### src/hdl/gre_pkg.sv
// shared types and constants of the gaussian row eliminator
`default_nettype none

package gre_pkg;

  localparam int DataW   = 32;
  localparam int FracW   = 16;
  localparam int ColW    = 8;
  localparam int RowLenW = 9;
  localparam int NumW    = DataW + FracW;
  localparam int ProdW   = 2 * DataW;

  localparam logic [RowLenW-1:0] RowLenReset = RowLenW'(256);

  // register selects on paddr[2]
  localparam logic RegPivotCol = 1'b0;
  localparam logic RegRowLen   = 1'b1;

  // request codes
  localparam logic ReqPivotLoad = 1'b0;
  localparam logic ReqRowElem   = 1'b1;

  typedef struct packed {
    logic                    req_type;
    logic [ColW-1:0]         col_index;
    logic signed [DataW-1:0] element_value;
  } in_word_t;

  typedef struct packed {
    logic signed [DataW-1:0] result_value;
    logic [ColW-1:0]         result_col;
    logic                    last_in_row;
    logic                    pivot_zero;
    logic                    saturated;
  } out_word_t;

  typedef struct packed {
    logic                    done;
    logic                    sat;
    logic signed [DataW-1:0] quot;
  } div_result_t;

  typedef enum logic [2:0] {
    ST_IDLE,
    ST_PIVOT,
    ST_DIV,
    ST_MUL,
    ST_OUT
  } core_state_e;

  typedef enum logic [1:0] {
    DIV_IDLE,
    DIV_RUN,
    DIV_FIX
  } div_state_e;

endpackage

`default_nettype wire

### src/hdl/gre_divider.sv
// radix-2 restoring divider for the row factor, one quotient bit per cycle
`default_nettype none

module gre_divider (
  input  wire logic                                clk_i,
  input  wire logic                                rst_ni,
  input  wire logic                                start_i,
  input  wire logic signed [gre_pkg::NumW-1:0]     dividend_i,
  input  wire logic signed [gre_pkg::DataW-1:0]    divisor_i,
  output gre_pkg::div_result_t                     res_o
);

  localparam int NumW  = gre_pkg::NumW;
  localparam int DataW = gre_pkg::DataW;
  localparam int CntW  = $clog2(NumW);
  localparam logic [NumW-1:0] MinMag = NumW'(1) << (DataW - 1);

  gre_pkg::div_state_e state_q, state_d;

  logic [CntW-1:0]  cnt_q, cnt_d;
  logic [NumW-1:0]  quo_q, quo_d;
  logic [DataW:0]   rem_q, rem_d;
  logic [DataW-1:0] dvs_q, dvs_d;
  logic             neg_q, neg_d;

  logic [DataW:0]   shifted;
  logic             fits;
  logic             big;
  logic             sat;

  // next state
  always_comb begin
    state_d = state_q;
    case (state_q)
      gre_pkg::DIV_IDLE: begin
        if (start_i) state_d = gre_pkg::DIV_RUN;
      end
      gre_pkg::DIV_RUN: begin
        if (cnt_q == CntW'(NumW - 1)) state_d = gre_pkg::DIV_FIX;
      end
      gre_pkg::DIV_FIX: begin
        state_d = gre_pkg::DIV_IDLE;
      end
      default: state_d = gre_pkg::DIV_IDLE;
    endcase
  end

  // datapath
  always_comb begin
    shifted = {rem_q[DataW-1:0], quo_q[NumW-1]};
    fits    = shifted >= {1'b0, dvs_q};
    cnt_d   = cnt_q;
    quo_d   = quo_q;
    rem_d   = rem_q;
    dvs_d   = dvs_q;
    neg_d   = neg_q;
    case (state_q)
      gre_pkg::DIV_IDLE: begin
        if (start_i) begin
          cnt_d = '0;
          quo_d = dividend_i[NumW-1] ? NumW'(-dividend_i) : NumW'(dividend_i);
          rem_d = '0;
          dvs_d = divisor_i[DataW-1] ? DataW'(-divisor_i) : DataW'(divisor_i);
          neg_d = dividend_i[NumW-1] ^ divisor_i[DataW-1];
        end
      end
      gre_pkg::DIV_RUN: begin
        cnt_d = cnt_q + CntW'(1);
        rem_d = fits ? (shifted - {1'b0, dvs_q}) : shifted;
        quo_d = {quo_q[NumW-2:0], fits};
      end
      default: begin
      end
    endcase
  end

  // outputs: sign and clip of the magnitude quotient
  always_comb begin
    big  = |quo_q[NumW-1:DataW-1];
    sat  = big && !(neg_q && (quo_q == MinMag));
    res_o.done = (state_q == gre_pkg::DIV_FIX);
    res_o.sat  = sat;
    if (sat) begin
      res_o.quot = neg_q ? {1'b1, {(DataW-1){1'b0}}} : {1'b0, {(DataW-1){1'b1}}};
    end else begin
      res_o.quot = neg_q ? DataW'(-quo_q[DataW-1:0]) : quo_q[DataW-1:0];
    end
  end

  always_ff @(posedge clk_i or negedge rst_ni) begin
    if (!rst_ni) begin
      state_q <= gre_pkg::DIV_IDLE;
      cnt_q   <= '0;
    end else begin
      state_q <= state_d;
      cnt_q   <= cnt_d;
    end
  end

  always_ff @(posedge clk_i) begin
    quo_q <= quo_d;
    rem_q <= rem_d;
    dvs_q <= dvs_d;
    neg_q <= neg_d;
  end

endmodule

`default_nettype wire

### config.mk
export PLATFORM = sky130hd
export DESIGN_NAME = gre_divider
export DESIGN_NICKNAME = d
export VERILOG_FILES = /design/src/hdl/gre_pkg.sv /design/src/hdl/gre_divider.sv
export SDC_FILE = /design/constraint.sdc
export NUM_CORES = 1
export LEC_CHECK = 0
export ABC_AREA = 1
export BUFFER_PORTS_ARGS = -buffer_cell sky130_fd_sc_hd__buf_4
export CAP_MARGIN = 5
export CORE_ASPECT_RATIO = 0.9
export CORE_UTILIZATION = 40
export CTS_BUF_LIST = sky130_fd_sc_hd__clkbuf_4 sky130_fd_sc_hd__clkbuf_8 sky130_fd_sc_hd__clkbuf_16
export CTS_CLUSTER_DIAMETER = 120
export CTS_CLUSTER_SIZE = 12
export DETAILED_ROUTE_END_ITERATION = 16
export PLACE_DENSITY = 0.63
export SKIP_CTS_REPAIR_TIMING = 1
export SLEW_MARGIN = 20
export SYNTH_ARGS = -nofsm -noshare
export SYNTH_HDL_FRONTEND = slang
export SYNTH_SLANG_ARGS = --single-unit
### constraint.sdc
create_clock -name clk_i -period 4.2 [get_ports clk_i]
set_clock_uncertainty 0.1 [all_clocks]
set_input_delay 0.21 -clock clk_i [delete_from_list [all_inputs] [get_ports clk_i]]
set_output_delay 0.21 -clock clk_i [all_outputs]
set_load 0.05 [all_outputs]
==> results of run 1 <==
## power groups by stage
stage	sequential [mW]	combinational (mW)	clock (mW)
floorplan	2.35	3.63	0
global placement	2.44	4.64	0
detailed placement	2.45	4.69	0
CTS	2.44	4.73	1.49
global route	2.51	5.39	1.54
finish	2.45	4.77	1.47
## sequential cells by signal, summed over array words and instances, names as in the netlist
register / cells
rem_q: 32
dvs_q: 32
neg_q: 1
state_q: 2
quo_q: 48
cnt_q: 6
## placed cells by master (no fill, tap or decap), types with 3 or more instances in the layout
master / count
ha_1: 36
and2_1: 7
or2_2: 4
nor2_2: 11
edfxtp_1: 113
xnor2_1: 9
dlygate4sd3_1: 4
nand2_2: 6
o31ai_1: 3
xor2_1: 72
o211ai_1: 4
nand3_2: 3
nand4_1: 31
o21ai_0: 65
nand3_1: 139
clkinv_2: 5
nor4_1: 5
clkbuf_16: 17
nand3b_1: 25
nor2_1: 239
a21oi_1: 30
inv_2: 3
buf_4: 121
nand2_1: 620
nor3_1: 23
dfrtp_1: 8
inv_1: 279
nand2_4: 5
a31oi_1: 3
o21ai_1: 3
clkbuf_4: 5
## through the flow
stage	instance area, sq um	setup slack, ns	hold WS [ns]	std cells
2_1_floorplan	11500	0.614	-0.186	1803
3_3_place_gp	12600	1.39	-0.0657	2242
3_5_place_dp	12600	1.24	-0.0639	2242
4_1_cts	13200	0.789	-0.512	2274
5_1_grt	13200	0.474	0.00596	2278
6_report	13200	0.793	0.00275	2278
## per-layer routing
metal | global-route usage, % | share of wire [%]
met1 | 37.6 | 51
met2 | 34.6 | 40
met3 | 2.86 | 6.4
met4 | 6.49 | 2.0
met5 | 0 | 0
## final cells by class
class / count / area, sq um / share of cell area (%)
Multi-Input combinational cell: 1355 / 6560 / 49.6
Clock buffer: 24 / 490 / 3.71
Tap cell: 360 / 450 / 3.40
Inverter: 284 / 1070 / 8.08
Timing Repair Buffer: 126 / 968 / 7.32
Clock inverter: 8 / 97.6 / 0.738
Sequential cell: 121 / 3590 / 27.2
## worst paths after layout
path	to	slack (ns)	depth (start not counted)
hold / removal	dvs_q[14]$_DFFE_PP_	0.003	2
setup reg to reg	rem_q[17]$_SDFFCE_PN0P_	1.51	13
min in group asynchronous	cnt_q[2]$_DFFE_PN0P_	0.04	2
max in group asynchronous	cnt_q[3]$_DFFE_PN0P_	3.82	2
setup / recovery	res_o[3]	0.79	12
hold reg to reg	cnt_q[4]$_DFFE_PN0P_	0.41	1
## Yosys cell counts, types with 4 or more instances
library cell and count:
buf_2 6, nand4_1 31, nor2_1 239, nand3_1 139, nor3_1 23, nand2_4 5
nand2_1 620, nor4_1 5, edfxtp_1 113, or2_2 4, buf_6 13, buf_4 4
nand3b_1 25, dfrtp_1 8, a21oi_1 30, and2_1 7, o211ai_1 4, o21ai_0 65
ha_1 36, nor2_2 11, clkbuf_1 17, inv_1 280, xnor2_1 9, xor2_1 72
nand2_2 6
## cell families after synthesis
kind of cell	Yosys count	share of synthesized area, %
adders and majority gates	37	4.09
AOI/OAI and AO/OA	115	5.49
and+or+nand+nor	1122	41.3
buffers and inverters	327	11.7
xor gates and xnor gates	81	6.17
DFF	121	31.2
## critical path: stages (launching register included)
cell and delay [ns]:
edfxtp_1 0.40, inv_1 0.11, ha_1 0.20, nand3_1 0.14, nor2_2 0.24, nand2_1 0.08
nor2_1 0.15, nand3_1 0.11, nand2_2 0.51, inv_2 0.13, nand2_4 0.28, nand2_1 0.11
buf_4 0.21
==> metrics.yaml, run 1 <==
logic_synthesis:
  syn_area_sq_um: 11500
  avgSynthCellArea_sq_um: 6.38
  synth-seq-cells: 121
  yosys.area.top_type: "edfxtp_1"
  syn_nets: 1923
  ys.warnings.count: 0
  synth_edf_count: 113
  ys_top_cells_by_area: "edfxtp_1, nand2_1, inv_1"
  synth-async-reset-ratio_pct: 6.61
  netlist.area_leader.share_pct: 29.5
  synth_cells: 1803
  synth_ff_type: "edfxtp_1"
  synth.distinct_cells: 43
  yosysSeqAreaShare_pct: 31.2
placement:
  numPortBuffers: 116
  dpl.hpwl_um: 27700
  routabilityCongestion: 0.978
grt:
  grt_max_degree: 91
  grt_use_total_pct: 24.2
  antenna_found_initial: 0
  grt_pass1_wl_um: 55500
  first_global_vias: 10300
  grt.overflow.total: 0
worst_hold_path:
  hold_path_class: "input pin to flip-flop"
  min_from: "divisor_i[14]"
critical_path:
  worstPathRequired_ns: 3.89
  critPathLaunchType: "flip-flop"
  regToRegStartpoint: "dvs_q[4]$_DFFE_PP_"
  cp_max_fo: 33
  end_kind: "output pin"
  cp-startpoint: "quo_q[1]$_DFFE_PP_"
  crit_arrival_ns: 3.10
  critical_path_class: "flip-flop to output pin"
timing:
  period_share_pct: 81.1
  fmax_ghz: 0.294
  slew_viol_final: 0
  tns_ns: 0
  tightest_slew_ns: 0.927
  hold_viol: 0
  post-route-min-period_ns: 3.41
  finalSetupViolations: 0
  rsz0062_at_grt: "no"
  slew_headroom_pct: 38.2
cts:
  cts_tree: "yes"
  clkLatencyLatePin_ns: 0.43
  cts_root_buf: "clkbuf_16"
  clkTransAtPathRegs_ns: 0.06
  cts.sinks: 121
  clk_path_buf_depth: 2
  cts_buffers: 17
  htreeDepth: 4
cells_and_area:
  utilization_pct: 47.1
  area_delta_synth_final_pct: 15.0
  drive_gt1_share_pct: 10.0
  antenna-diode-count: 0
  nFillCells: 2913
  nets: 2025
routing:
  vias: 11600
  drc_errors: 0
  dr.pass1.iters: 5
  routed_wl_um: 35300
  drt_first_iter_violations: 1040
  vias_per_cell: 5.09
  ant_nets: 0
  routedWlPerCell_um: 15.5
floorplan:
  dieWidth_um: 181
  die-area_sq_um: 29400
  die_y_um: 163
  core-area_sq_um: 28100
  io_pins: 117
  initial_core_util_pct: 41.0
  row_count: 58
power:
  p_int_mw: 4.61
  power_frac_clock_pct: 17.0
  comb_power_share_pct: 54.9
  p_total_mw: 8.69
  switching_share_pct: 46.9
  p_seq_share_pct: 28.2
  peakVddDrop_uv: 528
  power.density_nw_per_um2: 657
  p_leak_nw: 6.75
  power_switching_mw: 4.08
outcome:
  status: "completed"
job:
  cap_violations: 0
Power figures use the tool's default switching activity.
==> inputs of run 2 (changes only) <==
clock period = 3.6 ns   (was 4.2 ns; I/O delays follow)
==> metrics.yaml, run 2 (synthesis gave the netlist of run 1 again) <==
cells_and_area:
  top_register: "quo_q"
  largest_registers: "quo_q: 48 flops, dvs_q: 32 flops, rem_q: 32 flops"
  drive_gt1_share_pct: 9.96  # -0.052 points
  largest_reg_flops: 48  # unchanged
  final_cell_mix: "nand2_1, inv_1, nor2_1, nand3_1, buf_4"
  final_common_cell: "nand2_1"
  area_delta_synth_final_pct: 15.7
  fin_area_sq_um: 13300  # +0.61%
  nets: 2035  # +0.49%
cts:
  cts_buffers: 17  # unchanged
  clk_path_buf_depth: 2  # unchanged
  cts_tree: "yes"
  cts.sinks: 121  # unchanged
  clkLatencyLatePin_ns: 0.42  # about the same
  clkTransAtPathRegs_ns: 0.06  # about the same
  cts_root_buf: "clkbuf_16"
  htreeDepth: 4  # unchanged
grt:
  grt_pass1_wl_um: 55200  # -0.45%
  grt_max_degree: 91  # unchanged
  grt_use_total_pct: 23.9  # -0.27 points
  grt.overflow.total: 0  # unchanged
  first_global_vias: 10300  # -0.0097%
  antenna_found_initial: 1  # +1
critical_path:
  cp_top_family: "simple AND/OR/NAND/NOR gates"
  cp_num_buf_inv: 3  # unchanged
  worstPathRequired_ns: 3.32  # -0.57 ns
  rr_worst_depth: 14  # +1
  cp_max_fo: 31  # -6.1%
  crit_slowest_cell: "edfxtp_1"
  crit_arrival_ns: 2.98  # -0.12 ns
  critPathLaunchType: "flip-flop"
  end_kind: "output pin"
  crit_path_cell_trace: "inv_1 > ha_1 > nand3_1 > nor2_2 > nand2_1 > nor2_1 > nand3_1 > nand2_2 > inv_2 > nand2_4 > nand2_1 > buf_4"
  slowest_delay_ns: 0.41  # -0.10 ns
  path_depth: 12  # unchanged
  critical_path_class: "flip-flop to output pin"
routing:
  drt_first_iter_violations: 1108  # +6.5%
  routed_wl_um: 35100  # -0.62%
  dr.pass1.iters: 7  # +2
  drc_errors: 0  # unchanged
  routedWlPerCell_um: 15.3  # -1.1%
  ant_nets: 0  # unchanged
  vias: 11500  # -0.80%
  vias_per_cell: 5.02  # -1.3%
power:
  p_leak_nw: 6.76  # +0.17%
  power.density_nw_per_um2: 770  # +17%
  switching_share_pct: 47.9  # +1.0 points
  p_int_mw: 5.34  # +16%
  power_frac_clock_pct: 16.6  # -0.4 points
  comb_power_share_pct: 55.1  # +0.2 points
  peakVddDrop_uv: 358  # -32%
  power_switching_mw: 4.91  # +20%
  p_seq_share_pct: 28.3  # about the same
floorplan:
  io_pins: 117  # unchanged
  core-area_sq_um: 28100  # unchanged
  initial_core_util_pct: 41.0  # unchanged
  die_y_um: 163  # unchanged
  row_count: 58  # unchanged
  die-area_sq_um: 29400  # unchanged
  dieWidth_um: 181  # unchanged
placement:
  numPortBuffers: 116  # unchanged
  dpl.hpwl_um: 27300  # -1.4%
  routabilityCongestion: 0.963  # -1.6%
  place_area_sq_um: 12600  # +0.18%
job:
  cap_violations: 0  # unchanged
timing:
  finalSetupViolations: 0  # unchanged
  tns_ns: 0  # unchanged
  slew_viol_final: 0  # unchanged
  fmax_ghz: 0.307
  period_share_pct: 90.5
  hold_viol: 0  # unchanged
  rsz0062_at_grt: "no"
  post-route-min-period_ns: 3.26
  slew_headroom_pct: 36.9  # -1.4 points
  tightest_slew_ns: 0.947  # +0.0203 ns
worst_hold_path:
  hold_path_depth: 4  # +2
  hold_path_class: "input pin to flip-flop"
outcome:
  status: "completed"
-- run 2: per-stage QoR --
step / utilization [%] / setup slack (ns) / power [mW] / instances / hold slack, ns
4_1_cts: 47.0 / 0.339 / 10.2 / 2277 / -0.539
3_3_place_gp: 45.0 / 0.820 / 8.40 / 2245 / -0.0951
3_5_place_dp: 45.0 / 0.780 / 8.43 / 2245 / -0.0937
5_1_grt: 47.4 / 0.118 / 11.1 / 2288 / 0.00421
2_1_floorplan: - / 0.0144 / 6.98 / 1803 / -0.216
6_report: 47.4 / 0.344 / 10.2 / 2289 / 0.00269
-- run 2: area by class of cell --
type	count	area, sq um
Fill cell	2913	14800
Timing Repair Buffer	136	1060
Sequential cell	121	3590
Clock inverter	15	149
Clock buffer	17	425
Inverter	284	1070
Multi-Input combinational cell	1355	6560
Antenna cell	1	2.50
Tap cell	360	450
-- run 2: worst min-delay path, cell delays in order --
cell	delay, ns
buf_4	0.07
nand2_1	0.06
nand3_1	0.08
o21ai_0	0.08
-- run 2: final timing paths --
check | endpoint | startpoint | slack (ns)
hold reg to reg | cnt_q[4]$_DFFE_PN0P_ | cnt_q[4]$_DFFE_PN0P_ | 0.42
min in group asynchronous | state_q[1]$_DFFE_PN0P_ | rst_ni | 0.01
setup / recovery | res_o[23] | quo_q[0]$_DFFE_PP_ | 0.34
hold / removal | cnt_q[4]$_DFFE_PN0P_ | start_i | 0.003
setup reg to reg | rem_q[2]$_SDFFCE_PN0P_ | rem_q[1]$_SDFFCE_PN0P_ | 0.89
max in group asynchronous | cnt_q[2]$_DFFE_PN0P_ | rst_ni | 3.26
-- run 2: layer usage --
layer	track usage (%)	vias to the layer above	wire length (um)
met3	3.15	36	2510
met2	34.0	408	13900
met5	0	-	0
met4	6.72	0	631
met1	37.1	5146	18000
li1	-	5903	-
-- run 2: power by group through the flow --
stage	clock, mW	combinational (mW)	sequential, mW
after floorplan	0	4.23	2.74
after global placement	0	5.51	2.89
after detailed placement	0	5.53	2.90
after CTS	1.72	5.57	2.88
after global routing	1.77	6.37	2.96
final	1.70	5.65	2.90
